<file path="src/rtl/keyed_base64_payload_decoder_unit_defines.svh">
`ifndef KEYED_BASE64_PAYLOAD_DECODER_UNIT_DEFINES_SVH
`define KEYED_BASE64_PAYLOAD_DECODER_UNIT_DEFINES_SVH

// Same-cycle implication, checked outside reset
`define KB64_ASSERT_NOW(lbl, ante, cons, msg) \
	lbl: assert property (@(posedge clk) disable iff (!arst_n) (ante) |-> (cons)) \
		else $error(msg);

// Next-cycle implication, checked outside reset
`define KB64_ASSERT_NEXT(lbl, ante, cons, msg) \
	lbl: assert property (@(posedge clk) disable iff (!arst_n) (ante) |=> (cons)) \
		else $error(msg);

`endif

</file>
<file path="src/rtl/kb64_pkg.sv">
`timescale 1ns / 1ps

package kb64_pkg;

	localparam int MAX_KEY_LENGTH_DEF = 8;
	localparam int QUEUE_DEPTH_DEF    = 4;

	localparam int KEY_BYTES_W  = 64;
	localparam int KEY_LENGTH_W = 4;
	localparam int CFG_ADDR_W   = 1;

	// register indexes of the configuration port
	localparam logic [CFG_ADDR_W-1:0] REG_KEY_BYTES  = 1'b0;
	localparam logic [CFG_ADDR_W-1:0] REG_KEY_LENGTH = 1'b1;

	// reset key is "payload", first character in the low byte
	localparam logic [KEY_BYTES_W-1:0]  KEY_BYTES_RST  = 64'd28254628860223856;
	localparam logic [KEY_LENGTH_W-1:0] KEY_LENGTH_RST = 4'd7;

	localparam logic [7:0] CHAR_QUOTE = 8'h22;

	// one queue entry: a full 24-bit group or an end marker
	typedef struct packed {
		logic        is_end;
		logic [23:0] group;
	} kb64_cmd_t;

	// base64 symbol lookup: bit 6 is valid, bits 5..0 the value
	function automatic logic [6:0] sym_decode(logic [7:0] c);
		logic [6:0] r;
		r = 7'd0;
		if (c inside {[8'h41:8'h5A]}) begin          // 'A'..'Z'
			r = {1'b1, 6'(c - 8'h41)};
		end else if (c inside {[8'h61:8'h7A]}) begin // 'a'..'z'
			r = {1'b1, 6'(c - 8'h61 + 8'd26)};
		end else if (c inside {[8'h30:8'h39]}) begin // '0'..'9'
			r = {1'b1, 6'(c - 8'h30 + 8'd52)};
		end else if (c == 8'h2B) begin               // '+'
			r = {1'b1, 6'd62};
		end else if (c == 8'h2F) begin               // '/'
			r = {1'b1, 6'd63};
		end
		return r;
	endfunction

endpackage

</file>
<file path="src/rtl/keyed_base64_payload_decoder_unit.sv">
`timescale 1ns / 1ps
// Channel   Dir  Handshake                  Payload
// s_axis    in   s_axis_tvalid/tready       tdata in_byte, tlast end_of_input,
//                                           tuser start_of_file
// m_axis    out  m_axis_tvalid/tready       tdata out_byte, tuser is_end, tlast last
// cfg       in   cfg_we (no wait)           cfg_addr index, cfg_wdata value
//
// Input takes an item per cycle while the queue has room; front state is registered.
// A decoded group leaves as three items, an end marker as one.
// The back's byte stepper sets one item per cycle while ready and work is queued.
// Front and back are parted by a QUEUE_DEPTH-entry queue; s_axis_tready drops
// only while the queue is full, so output stalls reach the input after that.
// Reset clears control state and loads the key registers with "payload", 7.
`include "keyed_base64_payload_decoder_unit_defines.svh"

module keyed_base64_payload_decoder_unit
	import kb64_pkg::*;
#(
	parameter int MAX_KEY_LENGTH = MAX_KEY_LENGTH_DEF,
	parameter int QUEUE_DEPTH    = QUEUE_DEPTH_DEF
) (
	input  logic                   clk,
	input  logic                   arst_n,
	input  logic                   s_axis_tvalid,
	output logic                   s_axis_tready,
	input  logic [7:0]             s_axis_tdata,  // [7:0] in_byte
	input  logic                   s_axis_tlast,  // end_of_input
	input  logic                   s_axis_tuser,  // [0] start_of_file
	output logic                   m_axis_tvalid,
	input  logic                   m_axis_tready,
	output logic [7:0]             m_axis_tdata,  // [7:0] out_byte
	output logic                   m_axis_tlast,  // last
	output logic                   m_axis_tuser,  // [0] is_end
	input  logic                   cfg_we,
	input  logic [CFG_ADDR_W-1:0]  cfg_addr,
	input  logic [KEY_BYTES_W-1:0] cfg_wdata
);

	logic [KEY_BYTES_W-1:0]  key_bytes_q;
	logic [KEY_LENGTH_W-1:0] key_length_q;
	logic                    in_hs;
	logic                    q_push, q_pop, q_valid, q_full;
	kb64_cmd_t               wr_cmd, rd_cmd;

	// hold configuration registers
	always_ff @(posedge clk or negedge arst_n) begin
		if (!arst_n) begin
			key_bytes_q  <= KEY_BYTES_RST;
			key_length_q <= KEY_LENGTH_RST;
		end else if (cfg_we) begin
			case (cfg_addr)
				REG_KEY_BYTES:  key_bytes_q  <= cfg_wdata;
				REG_KEY_LENGTH: key_length_q <= cfg_wdata[KEY_LENGTH_W-1:0];
				default: ;
			endcase
		end
	end

	assign s_axis_tready = !q_full;
	assign in_hs         = s_axis_tvalid && s_axis_tready;

	kb64_front #(
		.MAX_KEY_LENGTH(MAX_KEY_LENGTH)
	) u_front (
		.clk          (clk),
		.arst_n       (arst_n),
		.accept       (in_hs),
		.in_byte      (s_axis_tdata),
		.end_of_input (s_axis_tlast),
		.start_of_file(s_axis_tuser),
		.key_bytes    (key_bytes_q),
		.key_length   (key_length_q),
		.push         (q_push),
		.cmd          (wr_cmd)
	);

	kb64_fifo #(
		.DEPTH(QUEUE_DEPTH)
	) u_fifo (
		.clk   (clk),
		.arst_n(arst_n),
		.push  (q_push),
		.wr_cmd(wr_cmd),
		.pop   (q_pop),
		.rd_cmd(rd_cmd),
		.valid (q_valid),
		.full  (q_full)
	);

	kb64_back u_back (
		.clk       (clk),
		.arst_n    (arst_n),
		.q_cmd     (rd_cmd),
		.q_valid   (q_valid),
		.q_pop     (q_pop),
		.out_valid (m_axis_tvalid),
		.out_ready (m_axis_tready),
		.out_byte  (m_axis_tdata),
		.out_is_end(m_axis_tuser),
		.out_last  (m_axis_tlast)
	);

	// an end marker is a single zero item
	`KB64_ASSERT_NOW(a_end_marker, m_axis_tvalid && m_axis_tuser, m_axis_tlast && (m_axis_tdata == 8'd0), "end marker not single zero item")
	// the front never writes into a full queue
	`KB64_ASSERT_NOW(a_no_overflow, q_push, !q_full, "push into full queue")
	// output drains once the last item leaves with nothing queued
	`KB64_ASSERT_NEXT(a_drain, m_axis_tvalid && m_axis_tready && m_axis_tlast && !q_valid, !m_axis_tvalid, "output valid without queued work")

endmodule

</file>
<file path="src/rtl/kb64_front.sv">
`timescale 1ns / 1ps

module kb64_front
	import kb64_pkg::*;
#(
	parameter int MAX_KEY_LENGTH = MAX_KEY_LENGTH_DEF
) (
	input  logic                    clk,
	input  logic                    arst_n,
	input  logic                    accept,
	input  logic [7:0]              in_byte,
	input  logic                    end_of_input,
	input  logic                    start_of_file,
	input  logic [KEY_BYTES_W-1:0]  key_bytes,
	input  logic [KEY_LENGTH_W-1:0] key_length,
	output logic                    push,
	output kb64_cmd_t               cmd
);

	localparam int PosW = (MAX_KEY_LENGTH > 1) ? $clog2(MAX_KEY_LENGTH) : 1;
	localparam int LenW = $clog2(MAX_KEY_LENGTH + 1);

	localparam logic [2:0] PH_KEY    = 3'd0;
	localparam logic [2:0] PH_DROP   = 3'd1;
	localparam logic [2:0] PH_SKIP   = 3'd2;
	localparam logic [2:0] PH_DECODE = 3'd3;
	localparam logic [2:0] PH_DONE   = 3'd4;

	logic [2:0]      phase_q, phase_d, ph;
	logic [PosW-1:0] pos_q, pos_d, pos;
	logic [17:0]     grp_q, grp_d, grp;
	logic [1:0]      cnt_q, cnt_d, cnt;
	logic [LenW-1:0] len_eff, pos_inc;
	logic [7:0]      key_char;
	logic [6:0]      sym;

	// clamp key length into 1..MAX_KEY_LENGTH
	always_comb begin
		if (key_length == '0) begin
			len_eff = LenW'(1);
		end else if (key_length > KEY_LENGTH_W'(MAX_KEY_LENGTH)) begin
			len_eff = LenW'(MAX_KEY_LENGTH);
		end else begin
			len_eff = key_length[LenW-1:0];
		end
	end

	// start of file clears state before the item is handled
	assign ph  = start_of_file ? PH_KEY : phase_q;
	assign pos = start_of_file ? '0 : pos_q;
	assign grp = start_of_file ? '0 : grp_q;
	assign cnt = start_of_file ? '0 : cnt_q;

	assign key_char = key_bytes[8*pos +: 8];
	assign pos_inc  = LenW'(pos) + LenW'(1);
	assign sym      = sym_decode(in_byte);

	// classify the item and work out the next state
	always_comb begin
		phase_d   = ph;
		pos_d     = pos;
		grp_d     = grp;
		cnt_d     = cnt;
		push      = 1'b0;
		cmd       = '0;
		if (!accept) begin
			phase_d = phase_q;
			pos_d   = pos_q;
			grp_d   = grp_q;
			cnt_d   = cnt_q;
		end else if (ph == PH_DONE) begin
			phase_d = PH_DONE;
		end else if (end_of_input) begin
			push       = 1'b1;
			cmd.is_end = 1'b1;
			phase_d    = PH_DONE;
		end else begin
			case (ph)
				PH_KEY: begin
					if (in_byte != key_char) begin
						pos_d = '0;
					end else if (pos_inc >= len_eff) begin
						pos_d   = '0;
						phase_d = PH_DROP;
					end else begin
						pos_d = PosW'(pos_inc);
					end
				end
				PH_DROP: begin
					phase_d = PH_SKIP;
				end
				PH_SKIP: begin
					if (in_byte == CHAR_QUOTE) phase_d = PH_DECODE;
				end
				PH_DECODE: begin
					if (!sym[6]) begin
						push       = 1'b1;
						cmd.is_end = 1'b1;
						phase_d    = PH_DONE;
					end else if (cnt != 2'd3) begin
						grp_d = {grp[11:0], sym[5:0]};
						cnt_d = cnt + 2'd1;
					end else begin
						push      = 1'b1;
						cmd.group = {grp, sym[5:0]};
						grp_d     = '0;
						cnt_d     = '0;
					end
				end
				default: begin
					phase_d = PH_DONE;
				end
			endcase
		end
	end

	always_ff @(posedge clk or negedge arst_n) begin
		if (!arst_n) begin
			phase_q <= PH_KEY;
			pos_q   <= '0;
			grp_q   <= '0;
			cnt_q   <= '0;
		end else begin
			phase_q <= phase_d;
			pos_q   <= pos_d;
			grp_q   <= grp_d;
			cnt_q   <= cnt_d;
		end
	end

endmodule

</file>
<file path="src/rtl/kb64_fifo.sv">
`timescale 1ns / 1ps

module kb64_fifo
	import kb64_pkg::*;
#(
	parameter int DEPTH = QUEUE_DEPTH_DEF
) (
	input  logic      clk,
	input  logic      arst_n,
	input  logic      push,
	input  kb64_cmd_t wr_cmd,
	input  logic      pop,
	output kb64_cmd_t rd_cmd,
	output logic      valid,
	output logic      full
);

	localparam int AW = (DEPTH > 1) ? $clog2(DEPTH) : 1;
	localparam int CW = $clog2(DEPTH + 1);

	kb64_cmd_t      mem_q [DEPTH];
	logic [AW-1:0]  wr_ptr_q, rd_ptr_q;
	logic [CW-1:0]  count_q;

	assign valid  = (count_q != '0);
	assign full   = (count_q == CW'(DEPTH));
	assign rd_cmd = mem_q[rd_ptr_q];

	// store entries
	always_ff @(posedge clk) begin
		if (push) mem_q[wr_ptr_q] <= wr_cmd;
	end

	// advance pointers and occupancy
	always_ff @(posedge clk or negedge arst_n) begin
		if (!arst_n) begin
			wr_ptr_q <= '0;
			rd_ptr_q <= '0;
			count_q  <= '0;
		end else begin
			if (push) begin
				wr_ptr_q <= (wr_ptr_q == AW'(DEPTH - 1)) ? '0 : wr_ptr_q + AW'(1);
			end
			if (pop) begin
				rd_ptr_q <= (rd_ptr_q == AW'(DEPTH - 1)) ? '0 : rd_ptr_q + AW'(1);
			end
			if (push && !pop) begin
				count_q <= count_q + CW'(1);
			end else if (pop && !push) begin
				count_q <= count_q - CW'(1);
			end
		end
	end

endmodule

</file>
<file path="src/rtl/kb64_back.sv">
`timescale 1ns / 1ps

module kb64_back
	import kb64_pkg::*;
(
	input  logic      clk,
	input  logic      arst_n,
	input  kb64_cmd_t q_cmd,
	input  logic      q_valid,
	output logic      q_pop,
	output logic      out_valid,
	input  logic      out_ready,
	output logic [7:0] out_byte,
	output logic      out_is_end,
	output logic      out_last
);

	kb64_cmd_t  cur_q;
	logic [1:0] idx_q;
	logic       busy_q;
	logic       done;

	assign out_valid  = busy_q;
	assign out_is_end = cur_q.is_end;
	assign out_last   = cur_q.is_end || (idx_q == 2'd2);

	// most significant byte of the group first
	always_comb begin
		case (idx_q)
			2'd0:    out_byte = cur_q.group[23:16];
			2'd1:    out_byte = cur_q.group[15:8];
			2'd2:    out_byte = cur_q.group[7:0];
			default: out_byte = 8'd0;
		endcase
	end

	assign done  = busy_q && out_ready && out_last;
	assign q_pop = q_valid && (!busy_q || done);

	// load the next entry or step through the bytes of the current one
	always_ff @(posedge clk or negedge arst_n) begin
		if (!arst_n) begin
			busy_q <= 1'b0;
			idx_q  <= '0;
		end else if (q_pop) begin
			busy_q <= 1'b1;
			idx_q  <= '0;
		end else if (done) begin
			busy_q <= 1'b0;
			idx_q  <= '0;
		end else if (busy_q && out_ready) begin
			idx_q <= idx_q + 2'd1;
		end
	end

	always_ff @(posedge clk) begin
		if (q_pop) cur_q <= q_cmd;
	end

endmodule
</file>
<file path="config.mk">
export PLATFORM = sky130hd
export DESIGN_NAME = keyed_base64_payload_decoder_unit
export DESIGN_NICKNAME = d
export VERILOG_FILES = /design/src/rtl/kb64_pkg.sv /design/src/rtl/keyed_base64_payload_decoder_unit.sv /design/src/rtl/kb64_front.sv /design/src/rtl/kb64_fifo.sv /design/src/rtl/kb64_back.sv
export VERILOG_INCLUDE_DIRS = /design/src /design/src/rtl
export SDC_FILE = /design/constraint.sdc
export NUM_CORES = 1
export LEC_CHECK = 0
export ABC_CLOCK_PERIOD_IN_PS = 4000
export BUFFER_PORTS_ARGS = -buffer_cell sky130_fd_sc_hd__buf_2
export CAP_MARGIN = 10
export CORE_MARGIN = 8
export CORE_UTILIZATION = 42
export CTS_CLUSTER_SIZE = 25
export DETAILED_ROUTE_END_ITERATION = 10
export GPL_ROUTABILITY_DRIVEN = 0
export SLEW_MARGIN = 15
export SYNTH_ARGS = -nofsm -noshare
export SYNTH_HDL_FRONTEND = slang
export SYNTH_SLANG_ARGS = --single-unit
</file>
<file path="constraint.sdc">
create_clock -name clk -period 4 [get_ports clk]
set_input_delay 0.8 -clock clk [delete_from_list [all_inputs] [get_ports clk]]
set_output_delay 0.8 -clock clk [all_outputs]
set_load 0.05 [all_outputs]
</file>
# == After elaboration in Yosys (flattened, before gate mapping) ==
# Memory sizes are Yosys's and may differ from the RTL's. A register that Yosys moved wholly into a read port is not among the register bits.
# Index checks and enable logic that the tools add are counted.
# op_classes
addsub,12
n_mul,0
div_mod_pow,0
magnitude_cmp,8
n_eq_ne,14
n_shift,1
mux,59
n_bitwise,1
reduce_logical,24
# ops
op,count
$mux W18,6
$mux W25,3
$mux W24,3
$shiftx A64 B7 Y8,1
$mux W3,15
$mux W7,5
$eq A8 B6 Y1 const B,3
$pmux W8 S3,1
$mux W2,11
$ge A8 B7 Y1 const B,2
$le A8 B7 Y1 const B,2
$mux W1,12
$pmux W3 S4,1
$sub A6 B6 Y6 const B,2
$logic_and A1 B1 Y1,9
$add A2 B1 Y2 const B,4
$ge A8 B6 Y1 const B,1
$le A8 B6 Y1 const B,1
$mux W4,2
$ne A8 B8 Y1,1
$add A6 B5 Y6 const B,1
$add A6 B6 Y6 const B,1
$eq A2 B2 Y1 const B,3
$eq A3 B2 Y1 const B,2
other kinds (19),27
# totals
regBits,104
latchBits,0
mem_bits_rw,100
rom_bits,0
in_bits,80
out_inout_bits,12
n_memories,1
# memory_table
memory,depth,width,read_ports,rd_clocked_by_memory_dff,write_ports,line,text
u_fifo.mem_q,4,25,1,1,1,kb64_fifo.sv:21,kb64_cmd_t mem_q [DEPTH];

# == Depth between registers and ports, before layout ==
# Gate-level depths: netlist of the first run.
# depth
ltp_word,15
ltp_mapped,16
mapped_depth_nobuf,14

# == Modules after synthesis ==
# From an unflattened synthesis of the first run, not the netlist that was laid out.
# unflattened
cells_unflattened,704
hier_area_um2,10839.1
# by_module_without_submodules
module,instances,cells_per_inst,area_each_um2
kb64_fifo,1,168,4072.7
keyed_base64_payload_decoder_unit,1,147,2897.8
kb64_front,1,327,2768.9
kb64_back,1,62,1099.8

# == Least setup slack after synthesis of the first run ==
# OpenSTA, ideal clock, no wires.
# synth_timing
kind,register to register
startpoint,register u_back.idx_q[0]
endpoint,register u_fifo.count_q[1]
setup_time_ps,125
arrival_ps,3808
t_required_ps,3875
setup_slack_ps,67
stages_incl_launch_ff,12
n_path_buf,1
synth_period_minus_slack_ps,3933
path_cell_list,dfrtp_1 inv_1 ha_1 clkbuf_1 or2_2 nand2_1 a21oi_1 inv_1 ha_1 inv_1 fa_1 mux2_2
# synth_between
elab_chain_cells,8
word_cells_on_any_way,10
cone_classes,eq/ne: 1; mux: 1; reduce/logical: 8
# synth_lines
element,line,text
from (decl),kb64_back.sv:19,logic [1:0] idx_q;
from (signal assigned),kb64_back.sv:52,idx_q <= idx_q + 2'd1;
$eq A2 B2 Y1 *,kb64_back.sv:25,assign out_last = cur_q.is_end || (idx_q == 2'd2);
$logic_or A1 B1 Y1 *,kb64_back.sv:25,
named net m_axis_tlast,keyed_base64_payload_decoder_unit.sv:32,"output logic m_axis_tlast,"
$logic_and A1 B1 Y1 *,kb64_back.sv:37,assign done = busy_q && out_ready && out_last;
$logic_or A1 B1 Y1 *,kb64_back.sv:38,assign q_pop = q_valid && (!busy_q || done);
$logic_and A1 B1 Y1 *,kb64_back.sv:38,
named net q_pop,keyed_base64_payload_decoder_unit.sv:42,"logic q_push, q_pop, q_valid, q_full;"
$logic_not A1 Y1,kb64_fifo.sv:47,if (push && !pop) begin
$logic_and A1 B1 Y1,kb64_fifo.sv:47,
$mux W3 or $reduce_bool A2 Y1 (tied branches),n/a,
to (signal assigned),kb64_fifo.sv:48,count_q <= count_q + CW'(1);
to (signal assigned),kb64_fifo.sv:50,count_q <= count_q - CW'(1);
to (decl),kb64_fifo.sv:23,logic [CW-1:0] count_q;
# Mark *: on every way through the listed nets, which the timed path passes. The rest lies on a longest branch.
# A chain may end at the register's enable or synchronous reset.

# == Worst setup path in the final report of the first run ==
# layout_timing
startpoint,input port s_axis_tdata[2]
endpoint,register u_fifo.count_q[2]
# layout_between
elab_chain_cells,14
word_cells_on_any_way,26
cone_classes,order compare: 6; eq/ne: 2; mux: 11; reduce/logical: 7
# layout_lines
element,line,text
from (decl),keyed_base64_payload_decoder_unit.sv:26,"input logic [7:0] s_axis_tdata,"
branches (longest 5 deep; another with $ge A8 B6 Y1),n/a,
$mux W7 *,kb64_pkg.sv:32,if (c inside {[8'h41:8'h5A]}) begin
$mux W1 *,kb64_front.sv:96,if (!sym[6]) begin
$mux W1 *,kb64_front.sv:78,case (ph)
$mux W1 *,kb64_front.sv:73,end else if (end_of_input) begin
$mux W1 *,kb64_front.sv:71,end else if (ph == PH_DONE) begin
$mux W1 *,kb64_front.sv:66,if (!accept) begin
named net q_push,keyed_base64_payload_decoder_unit.sv:42,
$logic_not A1 Y1,kb64_fifo.sv:49,end else if (pop && !push) begin
$logic_and A1 B1 Y1,kb64_fifo.sv:49,
$reduce_bool A2 Y1 (no line),n/a,
# Mark *: on every way through the listed nets, which the timed path passes.

==> PnR_summary.wiki, run 1 <==
{| class="wikitable"
! Metric !! Value
|-
| Count of fill cells added during filler insertion || 2139
|-
| Inserted Diodes || 0
|-
| Hold Fails Final Rpt || 0
|-
| Post-synthesis cell area || 10500 µm²
|-
| Clock-pin transition on the worst setup and hold timing paths || 0.06 ns
|-
| CP Max Fanout || 11
|-
| Post-synthesis cell type with the largest combined area || sky130_fd_sc_hd__edfxtp_1
|-
| Number of iterations in the first detailed-routing pass || 7
|-
| Number of nets with antenna violations after detailed routing || 0
|-
| Dominant synthesized flop cell || sky130_fd_sc_hd__edfxtp_1
|-
| Average detailed-routed wire length per instance || 19.1 µm
|-
| Number of levels the H-tree was split into || 1
|-
| Class of the worst hold path || input port to async pin
|-
| Top-Level Pins || 92
|-
| TritonCTS clock tree || yes
|-
| Min Tclk post-route || 3.38 ns
|-
| Critical Path RT || 4.45 ns
|-
| CP Capture Type || flip-flop
|-
| Final Max Tran Viols || 0
|-
| Number of synthesized register bits || 229
|-
| Most common cell after layout, fill and taps aside || sky130_fd_sc_hd__edfxtp_1
|-
| Die area || 30300 µm²
|-
| Placeable core region || 24900 µm²
|-
| Area after detailed placement || 11400 µm²
|-
| Overall power || 6.98 mW
|-
| Via count of the first global-routing pass || 6717
|-
| Start-to-end type of the worst setup path || input port to flip-flop
|-
| Setup repair bufs after CTS || 0
|-
| Maximum number of pins on one net before global-route repair || 82
|-
| Share of the synthesized area in the top cell type || 35.8%
|-
| Relative max-transition margin || 28.9%
|-
| CP Launch Type || input port
|-
| Count of nets after finishing || 922
|-
| Via count normalized by instance count || 5.37
|-
| Area of all placed cells without fillers || 12200 µm²
|-
| Remaining routing DRC violations || 0
|-
| Share of the yosys chip area belonging to registers || 60.9%
|-
| Clock tree skew after final layout || 0.0180 ns
|-
| Net count of the mapped netlist || 826
|-
| Layout Area Growth over Synthesis || 15.8%
|-
| Commonest cells after routing, fill and taps aside || sky130_fd_sc_hd__edfxtp_1, sky130_fd_sc_hd__buf_2, sky130_fd_sc_hd__dfrtp_1
|-
| Initial antenna violation count || 0
|-
| Resize count post-CTS || 0
|-
| Finish-stage setup viols || 0
|-
| Pin slew with the least headroom to its limit || 1.07 ns
|-
| Gate count of the mapped netlist || 720
|-
| Peak ir drop on the vdd network || 0.836 mV
|-
| CTS Root Cell || sky130_fd_sc_hd__clkbuf_16
|-
| Fmax achieved || 296 MHz
|-
| Outcome || complete, no violations
|-
| Number of buffers created by CTS || 25
|-
| Power density of the placed cells || 574 nW/µm²
|-
| Clk sink count || 229
|-
| Initial cell density of the core || 42.2%
|-
| Summed negative setup slack over all endpoints || 0 ns
|-
| Wire length of the first global-routing pass || 36.4 mm
|-
| Max capacitance violation total || 0
|-
| RSZ-0062 raised after global routing || false
|-
| Number of DRC markers in iteration 0 || 372
|-
| Number of cell rows || 58
|-
| Overflow left after global routing || 0
|-
| Most area-consuming cells after synthesis || sky130_fd_sc_hd__edfxtp_1, sky130_fd_sc_hd__dfrtp_1, sky130_fd_sc_hd__mux2_2
|-
| Distinct cell type count of the synthesized netlist || 72
|-
| Die width || 174 µm
|-
| Mean Syn Cell Area || 14.6 µm²
|-
| Chip height || 174 µm
|-
| Sequential Area || 6390 µm²
|-
| Vias || 6260
|-
| Multi-input combinational cell area || 3830 µm²
|-
| Leakage dissipation || 4.59 nW
|-
| Number of port buffers || 91
|-
| Overall Global Routing Usage || 14.7%
|-
| Share of cells above drive strength 1 || 35.3%
|-
| Arrival time at the worst endpoint || 3.83 ns
|-
| Number of buffers added to fix hold violations after cts || 0
|-
| Yosys Warn Count || 0
|-
| Post-Route WL || 22.2 mm
|-
| HPWL Detailed || 15.9 mm
|-
| Proportion of register bits with asynchronous set or reset after synthesis || 45.4%
|-
| Final period util || 84.5%
|-
| Number of buffers on the longest clock path || 3
|-
| Insertion delay to the later sink of the worst-skew pair || 0.52 ns
|-
| Count of flip-flops with a built-in enable after synthesis || 125
|}
-- state kept, by name (all words and copies together) (netlist names), 3 cells and up --
signal	count
u_fifo.count_q	3
u_back.cur_q	24
u_front.phase_q	3
u_front.grp_q	18
u_fifo.mem_q	100
u_front.pos_q	3
key_bytes_q	64
key_length_q	4
-- stage by stage --
stage / cells / setup WS, ns / hold slack (ns) / util (%)
floorplan: 720 / 0.0669 / 0.458 / -
global placement: 1119 / 0.200 / 0.469 / 45.6
detailed placement: 1119 / 0.0935 / 0.481 / 45.6
CTS: 1165 / 0.653 / 0.494 / 48.8
global route: 1165 / 0.354 / 0.501 / 48.8
finish: 1165 / 0.622 / 0.485 / 48.8
-- cells in the mapped netlist (7+ instances only) --
| cell | instances |
|---|---|
| sky130_fd_sc_hd__a21oi_1 | 7 |
| sky130_fd_sc_hd__edfxtp_1 | 125 |
| sky130_fd_sc_hd__mux2_2 | 71 |
| sky130_fd_sc_hd__a22o_1 | 14 |
| sky130_fd_sc_hd__ha_1 | 25 |
| sky130_fd_sc_hd__mux2i_1 | 14 |
| sky130_fd_sc_hd__nor3b_1 | 10 |
| sky130_fd_sc_hd__nor2b_1 | 12 |
| sky130_fd_sc_hd__nand2_1 | 38 |
| sky130_fd_sc_hd__dfrtp_1 | 74 |
| sky130_fd_sc_hd__a222oi_1 | 8 |
| sky130_fd_sc_hd__and2_1 | 25 |
| sky130_fd_sc_hd__dfstp_2 | 30 |
| sky130_fd_sc_hd__xnor2_1 | 10 |
| sky130_fd_sc_hd__o21ai_0 | 25 |
| sky130_fd_sc_hd__nor2_1 | 40 |
| sky130_fd_sc_hd__clkbuf_1 | 16 |
| sky130_fd_sc_hd__mux4_2 | 29 |
| sky130_fd_sc_hd__inv_1 | 18 |
| sky130_fd_sc_hd__buf_2 | 11 |
| sky130_fd_sc_hd__nor3_1 | 8 |
-- kinds of logic (layout without fill, tap and decap cells) --
group / Yosys count / after routing / synth area share, %
AND/OR/NAND/NOR: 162 / 162 / 8.14
buffers and inverters: 59 / 174 / 2.75
XOR/XNOR: 16 / 16 / 1.33
flip-flops: 229 / 229 / 60.9
adder cells (fa/ha/maj): 26 / 26 / 3.17
multiplexers: 114 / 114 / 15.2
AO/OA/AOI/OAI: 114 / 114 / 8.52
-- routing by layer --
| metal | share of wire [%] | GRT usage [%] |
|---|---|---|
| met5 | 0 | 0 |
| met2 | 50 | 25.3 |
| met3 | 5.1 | 3.04 |
| met1 | 42 | 18.6 |
| met4 | 2.8 | 4.20 |
-- power breakdown --
| group | switching, mW | internal, mW |
|---|---|---|
| combinational | 0.995 | 0.685 |
| sequential | 0.157 | 2.93 |
| clock | 0.888 | 1.32 |
-- critical path, cell delays in order --
cell and delay [ns]:
sky130_fd_sc_hd__buf_2 0.22, sky130_fd_sc_hd__inv_1 0.12, sky130_fd_sc_hd__ha_1 0.25, sky130_fd_sc_hd__buf_4 0.17
sky130_fd_sc_hd__nand2_1 0.09, sky130_fd_sc_hd__a221oi_1 0.12, sky130_fd_sc_hd__o21a_1 0.25, sky130_fd_sc_hd__or2_1 0.25
sky130_fd_sc_hd__a221o_1 0.35, sky130_fd_sc_hd__inv_1 0.16, sky130_fd_sc_hd__ha_1 0.21, sky130_fd_sc_hd__inv_1 0.06
sky130_fd_sc_hd__fa_1 0.37, sky130_fd_sc_hd__xor2_1 0.15, sky130_fd_sc_hd__nor2_1 0.12, sky130_fd_sc_hd__xor2_1 0.14
-- worst paths after layout --
path | startpoint | to | slack (ns) | depth (start not counted)
worst min-delay path | arst_n | u_front.grp_q[8]$_DFFE_PN0P_ | 0.49 | 1
worst min register to register | u_front.cnt_q[1]$_DFFE_PN0P_ | u_front.cnt_q[1]$_DFFE_PN0P_ | 0.49 | 1
max in group asynchronous | arst_n | key_bytes_q[16]$_DFFE_PN1P_ | 2.62 | 2
min in group clk | u_front.cnt_q[1]$_DFFE_PN0P_ | u_front.cnt_q[1]$_DFFE_PN0P_ | 0.49 | 1
worst max-delay path | s_axis_tdata[2] | u_fifo.count_q[2]$_DFFE_PN0P_ | 0.62 | 16
worst max register to register | u_front.pos_q[1]$_DFFE_PN0P_ | u_front.pos_q[2]$_DFFE_PN0P_ | 1.19 | 8
-- final cells by class --
cell class	instances	share of cell area, %
Clock buffer	39	5.99
Timing Repair Buffer	110	5.35
Inverter	18	0.556
Multi-Input combinational cell	432	31.5
Clock inverter	7	0.638
Sequential cell	229	52.6
Tap cell	330	3.40
No activity file was read; power rests on OpenSTA's default activity.
==> run 2: changes to the inputs <==
ABC_AREA = 1   (was unset)
ABC_CLOCK_PERIOD_IN_PS = 3000   (was 4000)
clock period = 3 ns   (was 4 ns; I/O delays follow)
==> run 2 against run 1 <==
  * Routed wire length grew 19%
  * Die area grew 7.3%
  * Clock-buffer cell count shrank 9
  * Flip-flop and latch count is the same
  * Sequential share of layout area shrank 5.0 points
  * Synthesized cell count grew 56%
  * Critical path depth shrank 3
  * Synthesized area grew 8.1%
  * Critical endpoint unchanged
  * Largest power group unchanged
  * Highest routed layer is now met5
==> PnR_summary.wiki, run 2 <==
{| class="wikitable"
! Metric !! Value
|-
| CP Capture Type || flip-flop
|-
| Proportion of register bits with asynchronous set or reset after synthesis || 45.4%
|-
| Insertion delay to the later sink of the worst-skew pair || 0.52 ns
|-
| Crit path max-delay cell type || sky130_fd_sc_hd__dfrtp_1
|-
| Hold Fails Final Rpt || 0
|-
| Gate count of the mapped netlist || 1124
|-
| Relative max-transition margin || 63.1%
|-
| Overall Global Routing Usage || 16.0%
|-
| Initial antenna violation count || 3
|-
| Class of the worst hold path || input port to async pin
|-
| Count of flip-flops with a built-in enable after synthesis || 125
|-
| Max capacitance violation total || 0
|-
| Number of buffers added to fix hold violations after cts || 0
|-
| CP Launch Type || flip-flop
|-
| Overflow left after global routing || 0
|-
| Via count normalized by instance count || 5.10
|-
| Share of cells above drive strength 1 || 28.1%
|-
| Leakage dissipation || 5.66 nW
|-
| Distinct cell type count of the synthesized netlist || 44
|-
| Count of nets after finishing || 1353
|-
| Global routing usage on met2 || 27.5%
|-
| Number of iterations in the first detailed-routing pass || 4
|-
| Met1 capacity usage during global routing || 20.2%
|-
| Maximum number of pins on one net before global-route repair || 57
|-
| Start-to-end type of the worst setup path || flip-flop to flip-flop
|-
| Die width || 180 µm
|-
| Chip height || 180 µm
|-
| Vias || 8190
|-
| Most common cell after layout, fill and taps aside || sky130_fd_sc_hd__nand2_1
|-
| Critical Path RT || 3.41 ns
|-
| Resize count post-CTS || 0
|-
| Area share of xor/xnor cells in the synthesized design || 0.772%
|-
| Average detailed-routed wire length per instance || 16.5 µm
|-
| Endpoint of the worst-slack reg-to-reg timing path || u_fifo.count_q[2]$_DFFE_PN0P_
|-
| Final period util || 86.8%
|-
| Post-synthesis cell area || 11300 µm²
|-
| Number of port buffers || 91
|-
| Pin slew with the least headroom to its limit || 0.549 ns
|-
| Setup repair bufs after CTS || 0
|-
| Finish-stage setup viols || 0
|-
| Critical Path Source || u_back.idx_q[0]$_DFFE_PN0P_
|-
| Final Max Tran Viols || 0
|-
| Number of DRC markers in iteration 0 || 486
|-
| Clock tree skew after final layout || 0.0184 ns
|-
| Area of all placed cells without fillers || 13400 µm²
|-
| Slack of the worst reg-to-reg path || 0.40 ns
|-
| Net count of the mapped netlist || 1230
|-
| Top-Level Pins || 92
|-
| Clock-pin transition on the worst setup and hold timing paths || 0.06 ns
|-
| Share of the yosys chip area belonging to registers || 56.3%
|-
| Placeable core region || 26700 µm²
|-
| Combinational family with the most area after synthesis || simple AND/OR/NAND/NOR gates
|-
| Biggest registers after layout || u_fifo.mem_q: 100 flops, key_bytes_q: 64 flops, u_back.cur_q: 24 flops
|-
| Busiest grt layer || met2
|-
| Post-route insts no fill || 1606
|-
| Min Tclk post-route || 2.60 ns
|-
| Most flops, register || u_fifo.mem_q
|-
| Most area-consuming cells after synthesis || sky130_fd_sc_hd__edfxtp_1, sky130_fd_sc_hd__dfrtp_1, sky130_fd_sc_hd__dfstp_2
|-
| Commonest cells after routing, fill and taps aside || sky130_fd_sc_hd__nand2_1, sky130_fd_sc_hd__nand3_1, sky130_fd_sc_hd__edfxtp_1
|-
| Worst r2r src || u_back.idx_q[0]$_DFFE_PN0P_
|-
| End point of the critical path || u_fifo.count_q[2]$_DFFE_PN0P_
|-
| RSZ-0062 raised after global routing || false
|-
| CTS Root Cell || sky130_fd_sc_hd__clkbuf_16
|-
| Outcome || complete, no violations
|-
| Worst r2r path cells || 13
|-
| Number of synthesized register bits || 229
|-
| Number of cell rows || 60
|-
| Power density of the placed cells || 805 nW/µm²
|-
| Number of buffers created by CTS || 24
|-
| Wire length of the first global-routing pass || 42.8 mm
|-
| Number of buffers on the longest clock path || 3
|-
| Via count of the first global-routing pass || 8062
|-
| Post-synthesis cell type with the largest combined area || sky130_fd_sc_hd__edfxtp_1
|-
| Arrival time at the worst endpoint || 3.01 ns
|-
| Share of the synthesized area in compound gates (AO/OA/AOI/OAI) || 7.43%
|-
| Clk sink count || 229
|-
| Mean Syn Cell Area || 10.1 µm²
|-
| Most frequent cell after synthesis || sky130_fd_sc_hd__nand2_1
|-
| Minimum setup slack after placement || -0.131 ns
|-
| Dominant synthesized flop cell || sky130_fd_sc_hd__edfxtp_1
|-
| Yosys Warn Count || 0
|-
| Synth top cells by count || sky130_fd_sc_hd__nand2_1, sky130_fd_sc_hd__nand3_1, sky130_fd_sc_hd__edfxtp_1, sky130_fd_sc_hd__inv_1, sky130_fd_sc_hd__nor2_1
|-
| Number of cells in the design after placement || 1562
|-
| Overall power || 10.8 mW
|-
| CP Max Fanout || 9
|-
| HPWL Detailed || 18.5 mm
|-
| Inserted Diodes || 0
|-
| Area after detailed placement || 12500 µm²
|-
| Share of the synthesized area in the top cell type || 33.1%
|-
| Number of levels the H-tree was split into || 1
|-
| Layout Area Growth over Synthesis || 18.3%
|-
| Synth Area in Simple Gates || 20.4%
|-
| Die area || 32500 µm²
|-
| Critical-path cell list || inv_1, ha_1, nor2_1, inv_2, a21oi_1, nor2_4, inv_1, ha_1, inv_2, fa_1, a21oi_1, o21ai_0, xnor2_1
|-
| Met3 GRT Util || 3.10%
|-
| Adder-cell share of the synthesized area || 2.93%
|-
| Remaining routing DRC violations || 0
|-
| Worst Slack Setup Final || 0.397 ns
|-
| TritonCTS clock tree || yes
|-
| Hold WS || 0.0201 ns
|-
| Maximum cell stage delay along the critical path || 0.42 ns
|-
| Flip-flop count of the largest register, all copies and words added || 100
|-
| Portion of netlist area occupied by mux cells || 6.05%
|-
| Peak ir drop on the vdd network || 0.394 mV
|-
| Post-Route WL || 26.4 mm
|-
| Number of nets with antenna violations after detailed routing || 0
|-
| Count of fill cells added during filler insertion || 2448
|-
| Fmax achieved || 384 MHz
|-
| Initial cell density of the core || 42.5%
|}
==> run 2: cell families (layout without fill, tap and decap cells) <==
family          count (synthesis)  in the layout
buf+inv                       160            301
xor+xnor                       10             10
compound gates                154            154
mux                            61             61
simple gates                  484            484
fa+ha+maj                      26             26
flops                         229            229
==> run 2: worst max-delay path: cells and delay by family, from the launching register on <==
family | cells | cell delay, ns
XOR/XNOR | 1 | 0.14
adder cells (fa/ha/maj) | 3 | 0.84
flip-flops | 1 | 0.42
AND/OR/NAND/NOR | 2 | 0.30
buffers and inverters | 4 | 0.27
AO/OA/AOI/OAI | 3 | 0.53
==> run 2: layer usage <==
layer / vias up / share of wire [%]
li1: 4067 / -
met4: 6 / 2.6
met1: 3907 / 44
met3: 40 / 4.3
met2: 170 / 49
met5: - / 0.13
==> run 2: metrics by stage <==
| step | setup TNS [ns] | util (%) |
|---|---|---|
| finish | 0 | 50.2 |
| global route | 0 | 50.2 |
| CTS | 0 | 50.2 |
| detailed placement | -0.225 | 47.0 |
| global placement | -0.153 | 47.0 |
| floorplan | -0.00671 | - |
==> run 2: how the worst min path moves through the flow <==
| stage | start | end | slack [ns] | cells past startpoint |
|---|---|---|---|---|
| floorplan | arst_n | key_bytes_q[0]$_DFFE_PN0P_ | 0.30 | 0 |
| global placement | key_bytes_q[3]$_DFFE_PN0P_ | key_bytes_q[3]$_DFFE_PN0P_ | 0.47 | 2 |
| detailed placement | key_bytes_q[2]$_DFFE_PN0P_ | key_bytes_q[2]$_DFFE_PN0P_ | 0.48 | 2 |
| CTS | arst_n | u_back.out_valid$_DFFE_PN0P_ | 0.02 | 1 |
| global route | arst_n | u_back.idx_q[0]$_DFFE_PN0P_ | 0.05 | 1 |
| finish | arst_n | u_back.out_valid$_DFFE_PN0P_ | 0.02 | 1 |
==> run 2: layout make-up <==
cell class,count,area (µm²),area share (%)
Clock inverter,14,239,1.78
Tap cell,341,427,3.18
Clock buffer,30,633,4.72
Timing Repair Buffer,150,988,7.37
Multi-Input combinational cell,735,4330,32.2
Inverter,107,412,3.07
Sequential cell,229,6390,47.6
==> run 2: power breakdown <==
group,leakage [nW],internal [mW],switching [mW]
clock,0.419,2.02,1.22
combinational,2.93,1.03,2.18
sequential,2.31,4.05,0.305
total,5.66,7.10,3.70
==> run 3: changes to the inputs <==
BUFFER_PORTS_ARGS = unset   (was -buffer_cell sky130_fd_sc_hd__buf_2)
DONT_BUFFER_PORTS = 1   (was unset)
==> run 3 against run 2 <==
  * The flow now finishes with violations (hold timing)
  * Die area unchanged
  * Non-clock buffer count down 113
  * Critical path depth unchanged
  * Clock skew down 0.0060 ns
  * Utilization down 2.6 points
  * Clock-buffer cell count up 6
  * First-iteration DRC count down 7.8%
  * Cell area down 5.2%
  * Combinational power down 4%
  * Critical path type unchanged
  * Largest cell class unchanged
  * Largest power group unchanged
==> PnR_summary.wiki, run 3 (synthesis results as in run 2) <==
{| class="wikitable"
! Metric !! Value
|-
| Average detailed-routed wire length per instance || 17.5 µm
|-
| Via count normalized by instance count || 5.22
|-
| Hold Fails Final Rpt || 4
|-
| Summed negative setup slack over all endpoints || 0 ns
|-
| Setup repair bufs after CTS || 0
|-
| Arrival time at the worst endpoint || 3.00 ns
|-
| Relative max-transition margin || 40.7%
|-
| Die width || 180 µm
|-
| Outcome || finished, violations left
|-
| Endpoint of the worst-slack reg-to-reg timing path || u_fifo.count_q[2]$_DFFE_PN0P_
|-
| Min Tclk post-route || 2.61 ns
|-
| Fmax achieved || 383 MHz
|-
| HPWL Detailed || 18.1 mm
|-
| Remaining routing DRC violations || 0
|-
| Vias || 7793
|-
| Seq pwr share || 42.0%
|-
| Failing checks || hold timing
|-
| CP Max Fanout || 9
|-
| Number of cell rows || 60
|-
| Class of the worst hold path || input port to async pin
|-
| Clock-pin transition on the worst setup and hold timing paths || 0.06 ns
|-
| CP Capture Type || flip-flop
|-
| Count of nets after finishing || 1240
|-
| Placeable core region || 26700 µm²
|-
| Share of total power consumed by net switching || 34.9%
|-
| Worst r2r path cells || 13
|-
| CTS Root Cell || sky130_fd_sc_hd__clkbuf_16
|-
| Via count of the first global-routing pass || 7976
|-
| Sw Pwr || 3.63 mW
|-
| Maximum cell stage delay along the critical path || 0.41 ns
|-
| Overall Global Routing Usage || 16.0%
|-
| Initial cell density of the core || 42.5%
|-
| Most flops, register || u_fifo.mem_q
|-
| Number of cells in the design after placement || 1448
|-
| Number of nets with antenna violations after detailed routing || 0
|-
| Number of iterations in the first detailed-routing pass || 5
|-
| Hold WS || -0.0337 ns
|-
| Wire length of the first global-routing pass || 42.5 mm
|-
| Leakage dissipation || 5.16 nW
|-
| Final Max Tran Viols || 0
|-
| Top-Level Pins || 92
|-
| Clock power frac || 28.4%
|-
| Peak ir drop on the vdd network || 0.447 mV
|-
| Combinational Power Share || 29.5%
|-
| Number of port buffers || 0
|-
| Pin slew with the least headroom to its limit || 0.889 ns
|-
| Die area || 32500 µm²
|-
| Final period util || 86.9%
|-
| TritonCTS clock tree || yes
|-
| RSZ-0062 raised after global routing || false
|-
| Commonest cells after routing, fill and taps aside || sky130_fd_sc_hd__nand2_1, sky130_fd_sc_hd__nand3_1, sky130_fd_sc_hd__edfxtp_1
|-
| Post-Route WL || 26.2 mm
|-
| Critical Path Source || u_back.idx_q[0]$_DFFE_PN0P_
|-
| Resize count post-CTS || 0
|-
| Crit path buf inv count || 4
|-
| Post-route insts no fill || 1494
|-
| Maximum number of pins on one net before global-route repair || 105
|-
| Top delay family on crit path || adder cells
|-
| Critical Path RT || 3.39 ns
|-
| Number of buffers created by CTS || 24
|-
| Slack of the worst reg-to-reg path || 0.39 ns
|-
| Insertion delay to the later sink of the worst-skew pair || 0.52 ns
|-
| Initial antenna violation count || 5
|-
| Clock tree skew after final layout || 0.0124 ns
|-
| Power density of the placed cells || 817 nW/µm²
|-
| Worst r2r src || u_back.idx_q[0]$_DFFE_PN0P_
|-
| Number of DRC markers in iteration 0 || 448
|-
| Most common cell after layout, fill and taps aside || sky130_fd_sc_hd__nand2_1
|-
| Flip-flop count of the largest register, all copies and words added || 100
|-
| Start-to-end type of the worst setup path || flip-flop to flip-flop
|-
| Biggest registers after layout || u_fifo.mem_q: 100 flops, key_bytes_q: 64 flops, u_back.cur_q: 24 flops
|-
| Number of buffers added to fix hold violations after cts || 1
|-
| Number of levels the H-tree was split into || 1
|-
| Finish-stage setup viols || 0
|-
| Clk sink count || 229
|-
| Critical-path cell list || inv_1, ha_1, nor2_1, inv_2, a21oi_1, nor2_4, inv_1, ha_1, inv_2, fa_1, a21oi_1, o21ai_0, xnor2_1
|-
| Max capacitance violation total || 0
|-
| Share of cells above drive strength 1 || 20.7%
|-
| Design internal power || 6.76 mW
|-
| Number of buffers on the longest clock path || 3
|-
| Overall power || 10.4 mW
|-
| CP Launch Type || flip-flop
|-
| Layout Area Growth over Synthesis || 12.1%
|-
| Final core area utilization || 47.6%
|-
| Overflow left after global routing || 0
|-
| Chip height || 180 µm
|-
| Crit path max-delay cell type || sky130_fd_sc_hd__dfrtp_1
|}
-- run 3: changes by cell type in the layout (fill, tap and decap cells not counted), sizes merged --
| cell | previous run | this run |
|---|---|---|
| buf | 150 | 37 |
| inv | 105 | 104 |
| clkbuf | 30 | 36 |
| diode | 0 | 1 |
| clkinvlp | 2 | 1 |
| bufinv | 6 | 2 |
-- run 3: final cells by class --
class | count | area, µm²
inverters | 107 | 412
fillers | 2467 | 14000
well taps | 341 | 427
diodes | 1 | 2.50
repair buffers | 37 | 360
clock buffers | 36 | 696
flip-flops and latches | 229 | 6390
clock inverters | 8 | 101
multi-input cells | 735 | 4330
-- run 3: through the flow --
stage          setup slack [ns]  instance area [µm²]
2_1_floorplan          -0.00671                11400
3_5_place_dp            0.00502                11900
3_3_place_gp             0.0599                11900
5_1_grt                  0.0807                12700
6_report                  0.392                12700
4_1_cts                   0.322                12700
-- run 3: worst max-delay path by stage --
stage | to | depth (start not counted)
3_3_place_gp | u_fifo.count_q[1]$_DFFE_PN0P_ | 18
4_1_cts | u_fifo.count_q[2]$_DFFE_PN0P_ | 13
5_1_grt | u_fifo.count_q[2]$_DFFE_PN0P_ | 13
3_5_place_dp | u_fifo.count_q[1]$_DFFE_PN0P_ | 18
6_report | u_fifo.count_q[2]$_DFFE_PN0P_ | 13
2_1_floorplan | u_fifo.count_q[1]$_DFFE_PN0P_ | 18
-- run 3: power by group through the flow --
stage               sequential [mW]  clock, mW  combinational [mW]
CTS                            4.38       3.03                3.12
finish                         4.37       2.95                3.07
floorplan                      4.34          0                2.31
global placement               4.42          0                3.04
global route                   4.43       3.14                3.44
detailed placement             4.44          0                3.08
-- run 3: metal layers --
| metal | global-route usage [%] | part of all wire (%) | vias to the layer above |
|---|---|---|---|
| li1 | - | - | 3846 |
| met1 | 19.2 | 42 | 3724 |
| met2 | 27.4 | 49 | 164 |
| met3 | 4.40 | 6.1 | 51 |
| met4 | 5.42 | 3.2 | 8 |
| met5 | 0 | 0.17 | - |
